==> src/rtl/icis_pkg.sv <==
// ----------------------------------------------------------------------------
// icis_pkg
// Shared constants and types for the inverse curve interpolated search block.
// ----------------------------------------------------------------------------
package icis_pkg;

	localparam int MaxPoints    = 256;
	localparam int FractionBits = 16;
	localparam int AddrW        = $clog2(MaxPoints);
	localparam int CountW       = $clog2(MaxPoints + 1);
	localparam int ValueW       = 32;
	localparam int FracW        = 17;
	// dividend widths: |a-d| << F needs 33+F bits, (i<<F)+tq needs AddrW+F+1
	localparam int Div1W        = ValueW + 1 + FractionBits;
	localparam int Div2W        = AddrW + FractionBits + 1;
	localparam int DivW         = (Div1W > Div2W) ? Div1W : Div2W;
	localparam int DivCntW      = $clog2(DivW + 1);

	typedef enum logic {
		KIND_SAMPLE = 1'b0,
		KIND_QUERY  = 1'b1
	} kind_t;

	// request queued from front to back
	typedef struct packed {
		logic                     is_query;
		logic signed [ValueW-1:0] value;
		logic                     restart;
	} req_t;

endpackage

==> src/rtl/icis_front.sv <==
// ----------------------------------------------------------------------------
// icis_front
// Accepts input requests, classifies them and queues them for the back end.
// ----------------------------------------------------------------------------
module icis_front (
	input  logic               clk,
	input  logic               arst_n,
	input  logic               in_valid,
	output logic               in_ready,
	input  logic [39:0]        in_data,
	input  logic               in_user,
	output logic               q_valid,
	input  logic               q_ready,
	output icis_pkg::req_t     q_req
);
	import icis_pkg::*;

	localparam int Depth = 2;

	req_t      fifo_q [Depth];
	logic      wr_ptr_q, rd_ptr_q;
	logic [1:0] cnt_q;
	logic      push, pop;
	req_t      req_in;

	always_comb begin
		req_in.is_query = (kind_t'(in_user) == KIND_QUERY);
		req_in.value    = signed'(in_data[ValueW-1:0]);
		req_in.restart  = in_data[ValueW];
	end

	assign in_ready = (cnt_q != 2'(Depth));
	assign q_valid  = (cnt_q != 2'd0);
	assign q_req    = fifo_q[rd_ptr_q];
	assign push     = in_valid && in_ready;
	assign pop      = q_valid && q_ready;

	always_ff @(posedge clk) begin
		if (push) begin
			fifo_q[wr_ptr_q] <= req_in;
		end
	end

	always_ff @(posedge clk or negedge arst_n) begin
		if (!arst_n) begin
			wr_ptr_q <= 1'b0;
			rd_ptr_q <= 1'b0;
			cnt_q    <= 2'd0;
		end else begin
			if (push) wr_ptr_q <= ~wr_ptr_q;
			if (pop)  rd_ptr_q <= ~rd_ptr_q;
			cnt_q <= cnt_q + 2'(push) - 2'(pop);
		end
	end

endmodule

==> config.mk <==
export PLATFORM = sky130hd
export DESIGN_NAME = icis_front
export DESIGN_NICKNAME = d
export VERILOG_FILES = /design/src/rtl/icis_pkg.sv /design/src/rtl/icis_front.sv
export SDC_FILE = /design/constraint.sdc
export NUM_CORES = 1
export LEC_CHECK = 0
export BUFFER_PORTS_ARGS = -buffer_cell sky130_fd_sc_hd__buf_2
export CORE_MARGIN = 5
export CORE_UTILIZATION = 53
export CTS_BUF_LIST = sky130_fd_sc_hd__clkbuf_2 sky130_fd_sc_hd__clkbuf_4 sky130_fd_sc_hd__clkbuf_8
export DETAILED_ROUTE_END_ITERATION = 8
export PLACE_DENSITY_LB_ADDON = 0.3
export SYNTH_ARGS = -nofsm -noshare
export SYNTH_HDL_FRONTEND = slang
export SYNTH_SLANG_ARGS = --single-unit
==> constraint.sdc <==
create_clock -name clk -period 3.4 [get_ports clk]
set_input_delay 0.85 -clock clk [delete_from_list [all_inputs] [get_ports clk]]
set_output_delay 0.85 -clock clk [all_outputs]
set_load 0.01 [all_outputs]
==> results of run 1 <==
layer usage:
metal	track usage [%]	vias up	share of wire, %
li1	-	642	-
met1	15.4	634	38
met2	24.3	48	52
met3	3.80	12	7.3
met4	9.97	0	2.8
met5	0	-	0
layout by cell type, fill, tap and decap left out:
master | synthesis | layout
and3_2 | 0 | 1
xor2_1 | 1 | 1
buf_4 | 0 | 3
ha_1 | 2 | 2
clkinvlp_4 | 0 | 1
buf_2 | 0 | 73
mux2_4 | 29 | 29
inv_1 | 1 | 1
clkbuf_8 | 0 | 9
xnor2_1 | 3 | 3
edfxtp_1 | 68 | 68
and2_4 | 1 | 1
nand2b_1 | 1 | 1
clkinv_2 | 0 | 2
clkbuf_4 | 0 | 1
or2_1 | 1 | 1
clkinv_1 | 0 | 2
nor2_4 | 0 | 1
dfrtp_2 | 0 | 1
nand2_1 | 1 | 1
dfrtp_1 | 4 | 3
mux2_2 | 5 | 5
synthesized netlist by cell type, drive strengths merged:
cell type	instances
nand2	1
and3	1
xor2	1
buf	4
dfrtp	4
edfxtp	68
or2	1
ha	2
mux2	34
xnor2	3
inv	1
and2	1
nand2b	1
nor2	1
worst paths after layout:
check,startpoint,endpoint
max,rd_ptr_q,q_req[9]
min,arst_n,wr_ptr_q
max reg2reg,cnt_q[1],fifo_q[0][30]
min reg2reg,cnt_q[0],cnt_q[0]
max in group asynchronous,arst_n,rd_ptr_q
min in group clk,cnt_q[0],cnt_q[0]
cell type report:
class                           count  area (um2)
Sequential cell                    72        2140
Inverter                            1        3.75
Multi-Input combinational cell     46         596
Tap cell                           70        87.6
Timing Repair Buffer               76         388
Clock inverter                      5        25.0
Clock buffer                       10         131
Fill cell                         366        1730
flip-flops by register name (all words and copies together), names as in the netlist:
signal / count
fifo_q: 68
cnt_q: 2
wr_ptr_q: 1
rd_ptr_q: 1
cell families (layout without fill, tap and decap cells):
| kind of cell | count (synthesis) | in the layout | synth area share (%) |
|---|---|---|---|
| DFF | 72 | 72 | 77.1 |
| adders and majority gates | 2 | 2 | 0.901 |
| xor gates and xnor gates | 4 | 4 | 1.26 |
| and+or+nand+nor | 6 | 6 | 1.26 |
| buffers and inverters | 5 | 92 | 1.76 |
| muxes | 34 | 34 | 17.7 |
worst max-delay path: stages, from the launching register on:
cell     delay [ps]
dfrtp_2         800
buf_4           330
mux2_4          310
buf_2           140
power groups by stage:
stage	sequential [W]	combinational (W)	clock [W]
floorplan	0.00128	0.000721	0
global placement	0.00135	0.000905	0
detailed placement	0.00137	0.000935	0
CTS	0.00135	0.000938	0.000556
global route	0.00137	0.000991	0.000594
finish	0.00134	0.000917	0.000541
per-stage QoR:
| step | area, um2 | setup slack [ps] | util [%] | std cells |
|---|---|---|---|---|
| floorplan | 2780 | 592 | - | 123 |
| global placement | 3220 | 1000 | 63.0 | 265 |
| detailed placement | 3220 | 962 | 63.0 | 265 |
| CTS | 3370 | 598 | 66.1 | 280 |
| global route | 3370 | 538 | 66.1 | 280 |
| finish | 3370 | 630 | 66.1 | 280 |
==> metrics, run 1 <==
outcome finished, final reports clean; Ant. Diodes 0; clock skew 6.09 ps; vias post-DR 1336; ranking of synthesized cells by area edfxtp_1 74%, mux2_4 16%, dfrtp_1 3.6%; routed vias/inst 4.77; clock-pin slew on the worst setup and hold paths 60 ps; r2r worst-path depth 4; Final Hold Fails 0; later-pin clock latency in the skew report 340 ps; Peak VDD IR 0.773 mV; post-synth cell types 15; DR DRC count 0; row cnt 26; Yosys top cell area share 73.5%; GRT Overall Usage 14.3%; largest net degree at the start of global routing 35; hold-fix buffers at CTS 0; net switching fraction of the power 29.4%; hold_ws 314 ps; Sum Neg Setup Slack 0 ps; P&R area growth vs syn 21.5%; Final ANT Viol Nets 0; Worst EP arrival 1920 ps; GR Overflow Total 0; layout cells sized above 1 60.5%; Iter 0 DRT Violations 63; initial antenna violation count 0; Worst Setup End Kind primary output; synthesis warning total 0; H-tree lvl count 3; Post-DP HPWL 3.06 mm; PD cells 831 nW/um2; Leakage 1.37 nW; Root Buffer clkbuf_8; internal power 0.00198 W; Slew Limit Fails 0; drt wl/cell 15.8 um; syn_area_per_cell 22.6 um2; DR pass1 iterations 4; endpoints failing setup 0; Worst R2R Setup Slack 1650 ps; Yosys top cell by area edfxtp_1; DIE AREA 6790 um2; max_cap viols 0; Required @ worst endpoint 2550 ps; total clock sinks 72; Min-Delay Path Class primary input to async pin; Chip Height 82.4 um; setup bufs post-CTS 0; # port buffers 73; sequential fraction of the synthesis area 77.1%; I/O Pins 81; crit-path max FO 22; CTS resizes 0; power share of the sequential group 48.0%; TritonCTS clock tree built; Layout Nets 253; Yosys reg bits 72; final WL 4.42 mm; global placement routability congestion 0.686; Worst-Margin Slew 805 ps; Clock Path Buffers 2; first-pass GRT wire length 6.71 mm; core area 5110 um2; Worst setup SP type flip-flop; crit path time final 2770 ps; synthesized net count 170; Synth Instances 123; vias in the first global route 1437; Final Power 0.00280 W; worst setup path class flip-flop to primary output; Die Wd 82.4 um; unrepaired setup endpoints after global routing no; clock network fraction of total power 19.3%; synthesized area 2780 um2; slew margin rel. 46.4%; final worst path period share 81.5%; combinational power share 32.7%; CTS Buf Count 9; maximum clock rate 361 MHz; sw power 0.000825 W; Initial Utilization 54.4%
Note: power is estimated with default switching activity, not from simulation.
==> inputs of run 2 (changes only) <==
--- a/config.mk
+++ b/config.mk
@@ -7,7 +7,7 @@
 export LEC_CHECK = 0
 export BUFFER_PORTS_ARGS = -buffer_cell sky130_fd_sc_hd__buf_2
 export CORE_MARGIN = 5
-export CORE_UTILIZATION = 53
+export CORE_UTILIZATION = 48
 export CTS_BUF_LIST = sky130_fd_sc_hd__clkbuf_2 sky130_fd_sc_hd__clkbuf_4 sky130_fd_sc_hd__clkbuf_8
 export DETAILED_ROUTE_END_ITERATION = 8
 export PLACE_DENSITY_LB_ADDON = 0.3
==> constraint.sdc (replaced) <==
create_clock -name clk -period 2.35 [get_ports clk]
set_input_delay 0.5875 -clock clk [delete_from_list [all_inputs] [get_ports clk]]
set_output_delay 0.5875 -clock clk [all_outputs]
set_load 0.01 [all_outputs]
==> metrics, run 2 (synthesis gave the netlist of run 1 again) <==
Die Wd 86.1 um (+4.5%); endpoints failing setup 0 (unchanged); initial antenna violation count 0 (unchanged); Ant. Diodes 0 (unchanged); TritonCTS clock tree built; P&R area growth vs syn 23.4%; pre-CTS setup slack 557 ps (-405 ps); crit-path max FO 20 (-9.1%); GRT Overall Usage 13.4% (-0.85 points); H-tree lvl count 3 (unchanged); Initial Utilization 49.8% (-4.6 points); Final ANT Viol Nets 0 (unchanged); GR Overflow Total 0 (unchanged); layout cells sized above 1 61.7% (+1.2 points); drt wl/cell 15.7 um (-0.48%); combinational power share 34.6% (+1.9 points); largest net degree at the start of global routing 21 (-40%); PD cells 1210 nW/um2 (+46%); met1 wire length 1.66 mm (+0.24%); Layout Nets 256 (+1.2%); Final Hold Fails 0 (unchanged); worst setup path class flip-flop to primary output; sw power 0.00118 W (+43%); CTS resizes 0 (unchanged); core area 5570 um2 (+9.1%); Leakage 1.40 nW (+2.7%); global placement routability congestion 0.729 (+6.3%); met2 routed wirelength 2.33 mm (+0.65%); biggest regs fifo_q x68, cnt_q x2; Worst setup SP type flip-flop; vias in the first global route 1581 (+10%); DR pass1 iterations 2 (-2); internal power 0.00299 W (+51%); DR DRC count 0 (unchanged); clock skew 6.26 ps (+0.167 ps); Biggest register fifo_q; max FFs per register 68 (unchanged); Worst Setup End Kind primary output; Worst-Margin Slew 353 ps (-451 ps); CTS Buf Count 9 (unchanged); most common cell after layout, fill and taps aside buf_2; Slew Limit Fails 0 (unchanged); final worst path period share 90.2%; Peak VDD IR 0.672 mV (-13%); outcome finished, final reports clean; Iter 0 DRT Violations 60 (-4.8%); Min-Delay Path Class primary input to async pin; final WL 4.49 mm (+1.7%); crit path time final 2120 ps; clock-pin slew on the worst setup and hold paths 70 ps (about the same); clock network fraction of total power 21.0% (+1.7 points); max_cap viols 0 (unchanged); FILL cells 426 (+16%); later-pin clock latency in the skew report 330 ps (about the same); unrepaired setup endpoints after global routing no; Required @ worst endpoint 1760 ps (-790 ps); total clock sinks 72 (unchanged); row cnt 27 (+3.8%); hold-fix buffers at CTS 0 (unchanged); maximum clock rate 472 MHz; routed vias/inst 4.73 (-0.93%); setup bufs post-CTS 0 (unchanged); slew margin rel. 76.4% (+30 points); final worst slack 231 ps (-399 ps); WL met3 434 um (+35%); net switching fraction of the power 28.2% (-1.2 points); final instance area 3430 um2 (+1.6%); Root Buffer clkbuf_8; power share of the sequential group 44.4% (-3.6 points); # port buffers 73 (unchanged); DIE AREA 7410 um2 (+9.1%); vias post-DR 1352 (+1.2%); most frequent cells in the layout 73 x buf_2, 68 x edfxtp_1, 29 x mux2_4; Post-DP HPWL 3.24 mm (+5.9%); Chip Height 86.1 um (+4.5%); Placement Cell Area 3240 um2 (+0.74%); Sum Neg Setup Slack 0 ps (unchanged); Worst EP arrival 1530 ps (-390 ps); top sig layer met4; I/O Pins 81 (unchanged); first-pass GRT wire length 7.32 mm (+9.0%); Clock Path Buffers 2 (unchanged)
run 2: cell count changes in the layout (fill, tap and decap cells not counted), sizes merged:
cell | before | now
clkinvlp | 1 | 0
clkinv | 4 | 1
clkbuf | 10 | 15
buf | 76 | 79
run 2: path summary, 6_finish.rpt:
check                       startpoint             to  slack (ps)  cells past startpoint
min in group clk           in_data[18]  fifo_q[1][19]         450                      1
max in group asynchronous       arst_n       rd_ptr_q        2150                      1
hold / removal                  arst_n       cnt_q[0]          50                      1
setup reg to reg              cnt_q[1]       cnt_q[1]         640                      7
setup / recovery              rd_ptr_q       q_req[2]         230                      3
hold reg to reg               cnt_q[0]       cnt_q[0]         520                      1
run 2: power groups by stage:
stage                     sequential (W)  combinational (W)  clock, W
after global placement           0.00186            0.00143         0
after detailed placement         0.00188            0.00147         0
after CTS                        0.00185            0.00148  0.000910
after global routing             0.00188            0.00157  0.000975
after floorplan                  0.00185            0.00104         0
final                            0.00185            0.00144  0.000874
run 2: cell type report:
type	count	area, um2	share of cell area, %
Sequential cell	72	2140	62.5
Multi-Input combinational cell	46	594	17.3
Timing Repair Buffer	79	410	12.0
Clock buffer	15	181	5.29
Tap cell	72	90.1	2.63
Clock inverter	1	5.00	0.146
Inverter	1	3.75	0.109
run 2: stage by stage:
stage | util [%] | hold slack, ps | total power (W) | instances
2_1_floorplan | - | 292 | 0.00290 | 123
3_3_place_gp | 58.2 | 395 | 0.00329 | 270
3_5_place_dp | 58.2 | 404 | 0.00335 | 270
4_1_cts | 61.5 | 36.3 | 0.00424 | 286
5_1_grt | 61.5 | 41.7 | 0.00442 | 286
6_report | 61.5 | 53.5 | 0.00416 | 286
run 2: worst max-delay path, stage by stage (launching register included):
cell and delay [ps]:
dfrtp_2 360, buf_4 330, mux2_2 370, buf_2 140
run 2: per-layer routing:
layer | global-route usage (%) | vias to the layer above
li1 | - | 647
met1 | 14.1 | 643
met2 | 23.1 | 55
met3 | 5.38 | 7
met4 | 6.91 | 0
met5 | 0 | -
==> inputs of run 3 (changes only) <==
--- a/config.mk
+++ b/config.mk
@@ -7,7 +7,7 @@
 export LEC_CHECK = 0
 export BUFFER_PORTS_ARGS = -buffer_cell sky130_fd_sc_hd__buf_2
 export CORE_MARGIN = 5
-export CORE_UTILIZATION = 48
+export CORE_UTILIZATION = 53
 export CTS_BUF_LIST = sky130_fd_sc_hd__clkbuf_2 sky130_fd_sc_hd__clkbuf_4 sky130_fd_sc_hd__clkbuf_8
 export DETAILED_ROUTE_END_ITERATION = 8
 export PLACE_DENSITY_LB_ADDON = 0.3
==> constraint.sdc (replaced) <==
create_clock -name clk -period 2.3 [get_ports clk]
set_input_delay 0.575 -clock clk [delete_from_list [all_inputs] [get_ports clk]]
set_output_delay 0.575 -clock clk [all_outputs]
set_load 0.01 [all_outputs]
==> metrics, run 3 (synthesis gave the netlist of run 1 again) <==
# port buffers 73 (unchanged); layout cells sized above 1 60.7% (-1.0 points); met2 Track Usage GR 27.5% (+4.4 points); Initial Utilization 54.4% (+4.6 points); Final ANT Viol Nets 0 (unchanged); clock skew 5.83 ps (-0.430 ps); Peak VDD IR 0.800 mV (+19%); global placement routability congestion 0.667 (-8.5%); clock network fraction of total power 22.9% (+1.9 points); Post-DP HPWL 3.34 mm (+3.0%); CTS resizes 0 (unchanged); Slew Limit Fails 0 (unchanged); vias post-DR 1363 (+0.81%); H-tree lvl count 3 (unchanged); Sum Neg Setup Slack 0 ps (unchanged); PD cells 1280 nW/um2 (+5.2%); GRT Overall Usage 15.0% (+1.5 points); routed vias/inst 4.85 (+2.6%); outcome finished, final reports clean; Min-Delay Path Class primary input to async pin; drt wl/cell 16.4 um (+4.6%); Final Hold Fails 0 (unchanged); crit-path max FO 13 (-35%); max_cap viols 0 (unchanged); maximum clock rate 494 MHz; most common cell after layout, fill and taps aside buf_2; crit path time final 2030 ps; Root Buffer clkbuf_8; clock-pin slew on the worst setup and hold paths 70 ps (about the same); GR Overflow Total 0 (unchanged); combinational power share 34.3% (-0.3 points); FF-to-FF End cnt_q[1]; endpoints failing setup 0 (unchanged); Worst setup SP type flip-flop; Critical path origin rd_ptr_q; biggest regs fifo_q x68, cnt_q x2; Layout Nets 254 (-0.78%); GR peak layer met2; core area 5110 um2 (-8.4%); internal power 0.00320 W (+7.1%); TritonCTS clock tree built; Ant. Diodes 0 (unchanged); total clock sinks 72 (unchanged); DR DRC count 0 (unchanged); met3 Track Usage GR 4.99% (-0.39 points); largest net degree at the start of global routing 23 (+9.5%); unrepaired setup endpoints after global routing no; I/O Pins 81 (unchanged); worst setup path class flip-flop to primary output; CTS Buf Count 9 (unchanged); Worst Setup End Kind primary output; slew margin rel. 71.2% (-5.3 points); Worst R2R Setup Slack 600 ps (-40 ps); Biggest register fifo_q; net switching fraction of the power 27.7% (-0.52 points); max FFs per register 68 (unchanged); Worst-Margin Slew 432 ps (+78.3 ps); Clock Path Buffers 2 (unchanged); Worst EP arrival 1450 ps (-80 ps); met1 Usage GRT 14.6% (+0.49 points); CP Capture Point q_req[24]; r2r worst-path depth 7 (unchanged); power share of the sequential group 42.8% (-1.6 points); DIE AREA 6790 um2 (-8.4%); DR pass1 iterations 4 (+2); initial antenna violation count 0 (unchanged); sw power 0.00123 W (+4.4%); setup bufs post-CTS 0 (unchanged); Iter 0 DRT Violations 71 (+18%); P&R area growth vs syn 24.8%; Chip Height 82.4 um (-4.3%); row cnt 26 (-3.7%); Required @ worst endpoint 1730 ps (-30 ps); Die Wd 82.4 um (-4.3%); hold_ws 44.2 ps (-9.25 ps); first-pass GRT wire length 7.09 mm (-3.2%); final WL 4.61 mm (+2.8%); hold-fix buffers at CTS 0 (unchanged); later-pin clock latency in the skew report 320 ps (about the same); Leakage 1.41 nW (+0.27%); vias in the first global route 1512 (-4.4%); final worst path period share 88.1%; launch point of the worst reg-to-reg path cnt_q[1]; most frequent cells in the layout 73 x buf_2, 68 x edfxtp_1, 29 x mux2_4
run 3: critical path, stage by stage (launching register included):
cell     delay [ps]
dfrtp_2         390
buf_4           270
mux2_4          330
buf_2           140
run 3: stage by stage:
step	cells	cell area, um2	worst slack, ps	utilization, %	power (W)
after global routing	281	3470	200	67.9	0.00468
after CTS	281	3470	247	67.9	0.00450
after floorplan	123	2780	326	-	0.00296
after detailed placement	266	3260	559	63.9	0.00348
final	281	3470	275	67.9	0.00443
after global placement	266	3260	627	63.9	0.00340
run 3: worst min path at each step:
| stage | start | endpoint | slack (ps) | depth (start not counted) |
|---|---|---|---|---|
| floorplan | arst_n | cnt_q[0] | 280 | 0 |
| global placement | arst_n | cnt_q[0] | 380 | 1 |
| detailed placement | arst_n | cnt_q[1] | 390 | 1 |
| CTS | arst_n | cnt_q[1] | 30 | 1 |
| global route | arst_n | cnt_q[0] | 20 | 1 |
| finish | arst_n | cnt_q[1] | 40 | 1 |
run 3: layout make-up:
type,count,area (um2)
inverter,1,3.75
multi-input combinational,46,596
clock inverter,5,72.6
tap,70,87.6
sequential,72,2140
fill,334,1640
timing repair buffer,77,433
clock buffer,10,131
run 3: power by group through the flow:
stage | logic (W) | clock network (W) | registers [W]
after floorplan | 0.00107 | 0 | 0.00189
final | 0.00152 | 0.00101 | 0.00190
after global placement | 0.00149 | 0 | 0.00190
after detailed placement | 0.00155 | 0 | 0.00193
after global routing | 0.00165 | 0.00110 | 0.00192
after CTS | 0.00155 | 0.00104 | 0.00190
run 3: routing by layer:
metal / vias up / wire, um
met3: 7 / 355
met4: 0 / 81
met5: - / 0
li1: 644 / -
met2: 46 / 2580
met1: 666 / 1600
